<file path="src/sv/lbmc_pkg.sv">
// ----------------------------------------------------------------------------
// lbmc_pkg
// Shared widths, constants, payload types and fixed-point helpers for the
// D2Q9 BGK node collision core.
// ----------------------------------------------------------------------------
package lbmc_pkg;

    localparam int VALUE_WIDTH = 32;
    localparam int FRAC_BITS   = 28;
    localparam int NDIR        = 9;
    localparam int RATE_WIDTH  = 30;
    localparam int SUM_WIDTH   = VALUE_WIDTH + 4;
    localparam int MOM_WIDTH   = VALUE_WIDTH + 3;
    localparam int CU_WIDTH    = VALUE_WIDTH + 2;
    localparam int POLY_WIDTH  = VALUE_WIDTH + 6;
    localparam int PROD_WIDTH  = 2 * VALUE_WIDTH + 2;
    localparam int DIV_STEPS   = VALUE_WIDTH;

    typedef logic signed [VALUE_WIDTH-1:0]           val_t;
    typedef logic signed [NDIR-1:0][VALUE_WIDTH-1:0] dist_t;
    typedef logic [RATE_WIDTH-1:0]                   rate_t;
    typedef logic [PROD_WIDTH-1:0]                   prod_t;

    localparam val_t VAL_MAX = val_t'({1'b0, {(VALUE_WIDTH-1){1'b1}}});
    localparam val_t VAL_MIN = val_t'({1'b1, {(VALUE_WIDTH-1){1'b0}}});

    localparam longint ONE_L = longint'(1) << FRAC_BITS;

    localparam rate_t RATE_RESET = rate_t'((ONE_L * 10 + 4) / 9);
    localparam val_t  W_REST     = val_t'((ONE_L * 4 + 4) / 9);
    localparam val_t  W_AXIS     = val_t'((ONE_L + 4) / 9);
    localparam val_t  W_DIAG     = val_t'((ONE_L + 18) / 36);

    localparam logic signed [POLY_WIDTH-1:0] POLY_BIAS = POLY_WIDTH'(2 * ONE_L);

    typedef struct packed {
        dist_t f;
        val_t  rho;
    } side_t;

    typedef struct packed {
        logic signed [MOM_WIDTH-1:0] mx;
        logic signed [MOM_WIDTH-1:0] my;
        side_t                       side;
    } front_t;

    typedef struct packed {
        val_t  ux;
        val_t  uy;
        side_t side;
    } vel_t;

    typedef struct packed {
        dist_t f;
        val_t  rho;
        val_t  ux;
        val_t  uy;
    } result_t;

    function automatic val_t sat_wide(input logic signed [PROD_WIDTH-1:0] v);
        val_t r;
        if (v > PROD_WIDTH'(VAL_MAX))
            r = VAL_MAX;
        else if (v < PROD_WIDTH'(VAL_MIN))
            r = VAL_MIN;
        else
            r = v[VALUE_WIDTH-1:0];
        return r;
    endfunction

    // round to nearest, ties away from zero, of a magnitude product, then limit
    function automatic val_t round_mag(input prod_t p, input logic neg);
        prod_t q;
        prod_t lim;
        q   = (p + (prod_t'(1) << (FRAC_BITS - 1))) >> FRAC_BITS;
        lim = neg ? prod_t'(VAL_MAX) + prod_t'(1) : prod_t'(VAL_MAX);
        if (q > lim)
            q = lim;
        return neg ? val_t'(-q) : val_t'(q);
    endfunction

    function automatic logic [VALUE_WIDTH-1:0] mag_val(input val_t v);
        return v[VALUE_WIDTH-1] ? VALUE_WIDTH'(-v) : VALUE_WIDTH'(v);
    endfunction

    function automatic logic [CU_WIDTH-1:0] mag_cu(input logic signed [CU_WIDTH-1:0] v);
        return v[CU_WIDTH-1] ? CU_WIDTH'(-v) : CU_WIDTH'(v);
    endfunction

endpackage

</file>
<file path="src/sv/lbmc_front.sv">
// ----------------------------------------------------------------------------
// lbmc_front
// Input register, then density (saturated) and x/y momentum sums.
// ----------------------------------------------------------------------------
module lbmc_front (
    input  logic             clk,
    input  logic             rst_n,
    input  logic             adv,
    input  logic             in_valid,
    input  lbmc_pkg::dist_t  in_dist,
    output logic             out_valid,
    output lbmc_pkg::front_t out_data
);
    import lbmc_pkg::*;

    dist_t  f_reg;
    logic   in_vld_reg;
    logic   out_vld_reg;
    front_t data_reg;
    front_t data_next;

    always_ff @(posedge clk or negedge rst_n)
    begin
        if (!rst_n)
        begin
            in_vld_reg  <= 1'b0;
            out_vld_reg <= 1'b0;
        end
        else if (adv)
        begin
            in_vld_reg  <= in_valid;
            out_vld_reg <= in_vld_reg;
        end
    end

    always_ff @(posedge clk)
    begin
        if (adv)
        begin
            f_reg    <= in_dist;
            data_reg <= data_next;
        end
    end

    always_comb
    begin
        logic signed [SUM_WIDTH-1:0] sum;
        sum = '0;
        for (int k = 0; k < NDIR; k++)
            sum = sum + SUM_WIDTH'($signed(f_reg[k]));
        data_next.mx = MOM_WIDTH'($signed(f_reg[1])) + MOM_WIDTH'($signed(f_reg[5]))
                     + MOM_WIDTH'($signed(f_reg[8])) - MOM_WIDTH'($signed(f_reg[3]))
                     - MOM_WIDTH'($signed(f_reg[6])) - MOM_WIDTH'($signed(f_reg[7]));
        data_next.my = MOM_WIDTH'($signed(f_reg[2])) + MOM_WIDTH'($signed(f_reg[5]))
                     + MOM_WIDTH'($signed(f_reg[6])) - MOM_WIDTH'($signed(f_reg[4]))
                     - MOM_WIDTH'($signed(f_reg[7])) - MOM_WIDTH'($signed(f_reg[8]));
        data_next.side.f   = f_reg;
        data_next.side.rho = sat_wide(PROD_WIDTH'(sum));
    end

    assign out_valid = out_vld_reg;
    assign out_data  = data_reg;

endmodule

</file>
<file path="config.mk">
export PLATFORM = sky130hd
export DESIGN_NAME = lbmc_front
export DESIGN_NICKNAME = d
export VERILOG_FILES = /design/src/sv/lbmc_pkg.sv /design/src/sv/lbmc_front.sv
export SDC_FILE = /design/constraint.sdc
export NUM_CORES = 1
export LEC_CHECK = 0
export BUFFER_PORTS_ARGS = -buffer_cell sky130_fd_sc_hd__buf_2
export CORE_AREA = 2 2 268 270
export DETAILED_ROUTE_END_ITERATION = 10
export DIE_AREA = 0 0 270 272
export PLACE_DENSITY = 0.77
export SLEW_MARGIN = 15
export SYNTH_ARGS = -nofsm -noshare
export SYNTH_HDL_FRONTEND = slang
export SYNTH_SLANG_ARGS = --single-unit
</file>
<file path="constraint.sdc">
create_clock -name clk -period 7.4 [get_ports clk]
set_input_delay 0 -clock clk [delete_from_list [all_inputs] [get_ports clk]]
set_output_delay 0 -clock clk [all_outputs]
set_load 0.03 [all_outputs]
</file>
==> results of run 1 <==
[metrics by stage]
| step | worst slack, ns | utilization | area [um^2] |
|---|---|---|---|
| after CTS | 0.980 | 0.671 | 47500 |
| after floorplan | 1.96 | - | 37600 |
| after global placement | 1.09 | 0.597 | 42300 |
| after detailed placement | 1.01 | 0.597 | 42300 |
| after global routing | 0.708 | 0.671 | 47500 |
| final | 0.985 | 0.671 | 47500 |
[what timing repair did]
item	in CTS	in global routing
setup buffers	0	0
hold buffers	292	0
hold endpoints to repair	312	0
[layer usage]
layer	wire, um	global-route usage	share of wire
met5	27	0	0.00027
met3	7520	0.0673	0.074
met1	35600	0.325	0.35
met4	4360	0.117	0.043
met2	54000	0.507	0.53
[critical path, stage by stage (launching register included)]
cell	delay [ns]
edfxtp_1	0.49
fa_1	0.64
fa_1	0.46
fa_1	0.56
inv_1	0.06
fa_1	0.54
inv_1	0.06
ha_1	0.29
a211oi_1	0.38
o21ai_1	0.20
nand3_1	0.16
o21ai_2	0.11
a31oi_2	0.44
o31ai_4	0.17
a21oi_1	0.23
xor2_1	0.40
a41oi_4	0.56
a31o_1	0.38
[kinds of logic after synthesis]
kind of cell | count (synthesis)
fa+ha+maj | 593
simple gates | 171
flops | 680
buf+inv | 611
xor+xnor | 86
mux | 2
compound gates | 321
[path summary, 6_finish.rpt]
check,startpoint,end,slack [ns]
worst max-delay path,data_next[227],out_data[4],0.98
worst min-delay path,in_dist[195],data_next[227],0.08
worst max register to register,data_next[227],out_data[4],0.98
worst min register to register,data_next[45],out_data[45],0.45
max in group asynchronous,rst_n,in_vld_reg,7.04
min in group asynchronous,rst_n,out_valid,0.24
[layout make-up]
cell class	instances	area, um^2
clock buffer	91	1960
inverter	594	2230
sequential	680	20400
fill	4722	23300
clock inverter	41	339
timing repair buffer	981	6450
tap	950	1190
multi-input combinational	1173	14900
[synthesized netlist by cell type, drive strengths merged (6+ instances only)]
master and number:
a211oi 13, a21o 78, a21oi 94, a31oi 12
and3 9, buf 10, clkbuf 7, edfxtp 678
fa 487, ha 106, inv 594, nand2 35
nand2b 17, nand3 16, nor2 46, nor2b 7
nor3 20, o21a 12, o21ai 60, o21bai 11
or3 6, xnor2 60, xor2 26
==> impl_metrics.json, run 1 <==
{
  "status": "finished clean",
  "io_pins": 683,
  "cts_buffers": 73,
  "whs_ns": 0.0833,
  "grt_overflow_total": 0,
  "hold_depth": 2,
  "largest_reg_flops": 390,
  "synth_edf_count": 678,
  "clock_path_buffers": 3,
  "synth-warning-count": 0,
  "maxSlewViolCount": 0,
  "clkSinkCount": 680,
  "critPathLaunchType": "register",
  "drtIter0Drc": 1700,
  "dp.cells": 4086,
  "cp-end-kind": "register",
  "htree_num_levels": 3,
  "ys_seq_area_frac": 0.542,
  "crit_fanout": 31,
  "grt_antenna_before_repair": 2,
  "path_clk_slew_ns": 0.06,
  "cts_tree": "done",
  "finalSetupTns_ns": 0,
  "routabilityCongestion": 0.883,
  "netlist_instances": 2464,
  "setup_viol": 0,
  "worstPathRequired_ns": 7.75,
  "synth.area.top_cells": "edfxtp_1, fa_1, inv_1",
  "dieArea_mm2": 0.0734,
  "track_usage": 0.282,
  "vias_per_cell": 5.16,
  "synth_top_area_share": 0.541,
  "synth-simple-area-share": 0.0228,
  "rows": 98,
  "syn_avg_cell_area_um2": 15.3,
  "clock.fmax_mhz": 156,
  "hold_class": "primary input to register",
  "die_y_um": 272,
  "fin_cells": 4510,
  "remaining_drc_errors": 0,
  "nets": 4388,
  "rsz0062_at_grt": "false",
  "synth_fp_nets": 3349,
  "synth_fa_ha_area_frac": 0.294,
  "wl_per_cell_um": 22.5,
  "reg2reg_depth": 17,
  "finalCriticalPeriod_ns": 6.42,
  "vias": 23287,
  "drt_wl_total_mm": 102,
  "numPortBuffers": 682,
  "synthArstFlopShare": 0.00294,
  "ys_ff_latch": 680,
  "dp_hpwl_mm": 71.5,
  "post_cts_resized": 0,
  "fin_crit_sh": 0.867,
  "layout.cells.most_common": "buf_2",
  "cp.arrival_ns": 6.77,
  "synth_top_family_by_area": "adder cells",
  "synth_compound_area_frac": 0.0574,
  "synth-xor-area-share": 0.0207,
  "area_delta_synth_final_pct": 26.1,
  "grt_pass1_wl_mm": 154,
  "muxShareOfSynthArea": 0.000598,
  "grt_pass1_vias": 25586,
  "yosysUniqueCellTypes": 70,
  "tightest_slew_ns": 1.09,
  "ant_nets": 0,
  "drt-pass1-iter-count": 5,
  "skew_ns": 0.0334,
  "drive_above_1_share": 0.229,
  "yosys.area.top_type": "edfxtp_1",
  "cap_violations": 0,
  "relSlewSlack": 0.272,
  "synthFlopType": "edfxtp_1",
  "critPathKind": "register to register",
  "core_mm2": 0.0708,
  "grt_start_max_net_pins": 182,
  "start_util": 0.532,
  "layout_common_cells": "buf_2, edfxtp_1, inv_1",
  "num_antenna_cells": 0,
  "insertion_delay_ns": 0.63,
  "fp.dieW_um": 270,
  "syn-cell-area_mm2": 0.0376,
  "clockRootBuffer": "clkbuf_16",
  "hold_violations": 0
}
Power of run 1 is left out: the tool's default activity adds up to more than one toggle a clock period on the data nets, which glitch-free logic cannot reach.
==> run 2, diff against run 1 <==
--- a/config.mk
+++ b/config.mk
@@ -6,10 +6,9 @@
 export NUM_CORES = 1
 export LEC_CHECK = 0
 export BUFFER_PORTS_ARGS = -buffer_cell sky130_fd_sc_hd__buf_2
-export CORE_AREA = 2 2 268 270
+export CORE_UTILIZATION = 55
 export DETAILED_ROUTE_END_ITERATION = 10
-export DIE_AREA = 0 0 270 272
-export PLACE_DENSITY = 0.77
+export PLACE_DENSITY = 0.79
 export SLEW_MARGIN = 15
 export SYNTH_ARGS = -nofsm -noshare
 export SYNTH_HDL_FRONTEND = slang
==> run 2 against run 1 <==
The run now ends with negative hold slack left. Fmax shrank 0.91%. First-iteration DRC count increased by 28%. Worst setup slack got worse by 0.059 ns. Non-clock buffer count shrank 2. Sequential share of layout area about the same. Core utilization rose by 3.3 points. Clock skew barely moved. Routed wire length increased by 0.29%. Global-route usage rose by 1.8 points. Cell count shrank 1.7%. Register-to-register slack worse by 0.06 ns. Die area decreased by 5.4%. Largest cell class unchanged.
==> impl_metrics.json, run 2 (synthesized netlist as in run 1, its figures left out) <==
{
  "path_clk_slew_ns": 0.07,
  "grt_pass1_wl_mm": 155,
  "insertion_delay_ns": 0.62,
  "vias_per_cell": 5.31,
  "clock_path_buffers": 3,
  "die_y_um": 264,
  "min_from": "adv",
  "clkSinkCount": 680,
  "fillerInstances": 4210,
  "largest_reg_flops": 390,
  "status": "finished with violations",
  "io_pins": 683,
  "grt_pass1_vias": 26559,
  "crit_fanout": 31,
  "fin_ws_ns": 0.926,
  "layout.cells.most_common": "buf_2",
  "dp_hpwl_mm": 72.2,
  "finalCriticalPeriod_ns": 6.47,
  "reg2reg_depth": 17,
  "vias": 23531,
  "final_cell_area_mm2": 0.0474,
  "tightest_slew_ns": 1.18,
  "fp.dieW_um": 264,
  "fin_crit_sh": 0.875,
  "violations": "negative hold slack",
  "slowest_delay_ns": 0.64,
  "ant_nets": 0,
  "clockRootBuffer": "clkbuf_16",
  "dpl_worst_slack_ns": 0.923,
  "hold_violations": 5,
  "place_area_mm2": 0.0421,
  "cap_violations": 0,
  "track_usage": 0.300,
  "layout_common_cells": "buf_2, edfxtp_1, inv_1",
  "whs_ns": -0.0123,
  "r2r_end": "out_data[4]",
  "area_delta_synth_final_pct": 26.0,
  "rows": 95,
  "cts_tree": "done",
  "cp.arrival_ns": 6.81,
  "drive_above_1_share": 0.228,
  "cts_buffers": 73,
  "skew_ns": 0.0333,
  "hold_depth": 1,
  "finalSetupTns_ns": 0,
  "worst-r2r-setup-slack_ns": 0.93,
  "worstPathRequired_ns": 7.74,
  "drtIter0Drc": 2178,
  "drt-pass1-iter-count": 5,
  "numPortBuffers": 682,
  "crit_slowest_cell": "fa_1",
  "relSlewSlack": 0.213,
  "grt_start_max_net_pins": 209,
  "drt_wl_total_mm": 102,
  "remaining_drc_errors": 0,
  "routabilityCongestion": 0.881,
  "critPathKind": "register to register",
  "r2r-start": "data_next[227]",
  "core_mm2": 0.0674,
  "critPathLaunchType": "register",
  "maxSlewViolCount": 0,
  "grt_antenna_before_repair": 2,
  "htree_num_levels": 3,
  "path_cells": "fa_1 -> fa_1 -> fa_1 -> inv_1 -> fa_1 -> inv_1 -> ha_1 -> a211oi_1 -> o21ai_1 -> nand3_1 -> o21ai_2 -> a31oi_2 -> o31ai_4 -> a21oi_1 -> o211ai_1 -> a41oi_4 -> a31o_1",
  "wl_per_cell_um": 23.0,
  "grt_overflow_total": 0,
  "clock.fmax_mhz": 154,
  "nets": 4386,
  "cp_common_cell": "fa_1",
  "hold_class": "primary input to register",
  "startpoint": "data_next[227]",
  "rsz0062_at_grt": "false",
  "start_util": 0.559,
  "hold_end": "data_next[152]",
  "setup_viol": 0,
  "cp-end-kind": "register",
  "dieArea_mm2": 0.0695,
  "fin_util": 0.704
}
## run 2: cell types whose count changed in the layout (fill, tap and decap cells not counted), sizes merged
| cell | before | now |
|---|---|---|
| clkbuf | 91 | 89 |
| diode | 0 | 2 |
| clkinv | 27 | 29 |
| inv | 601 | 599 |
| bufinv | 2 | 6 |
| dlygate4sd3 | 292 | 291 |
| buf | 689 | 688 |
## run 2: worst max path at each step
stage / cells after the start / end
3_5_place_dp: 19 / out_data[4]
4_1_cts: 19 / out_data[4]
3_3_place_gp: 19 / out_data[4]
2_1_floorplan: 20 / out_data[0]
5_1_grt: 21 / out_data[4]
6_report: 17 / out_data[4]
## run 2: worst max-delay path, delay by kind of cell, from the launching register on
kind            cells  cell delay (ns)
compound gates      9             2.93
fa+ha+maj           5             2.46
flops               1             0.49
simple gates        1             0.19
buf+inv             2             0.12
## run 2: area by class of cell
class	count	area, um^2	area share
multi-input combinational	1173	14900	0.314
timing repair buffer	979	6420	0.135
inverter	594	2230	0.0470
sequential	680	20400	0.430
clock buffer	89	1950	0.0411
antenna	2	5.00	0.000105
tap	873	1090	0.0230
clock inverter	45	442	0.00931
## run 2: layer usage
metal / vias up / GRT usage / wire length, um
met5: - / 0 / 0
met4: 0 / 0.132 / 4770
met3: 244 / 0.0660 / 7280
met2: 1081 / 0.539 / 54000
met1: 11983 / 0.344 / 35800
li1: 10223 / - / -
## run 2: metrics by stage
step / cells / hold slack, ns
after floorplan: 2464 / -0.296
after global placement: 4008 / -0.217
after detailed placement: 4008 / -0.212
after CTS: 4433 / 0.0174
after global routing: 4435 / 0.0413
final: 4435 / -0.0123
## run 2: repair_timing
action                                 CTS  global route
setup buffers                            0             0
endpoints found under the hold margin  291             0
resized for setup                        0             0
hold buffers                           291             0
Power of run 2 is left out for the same reason.
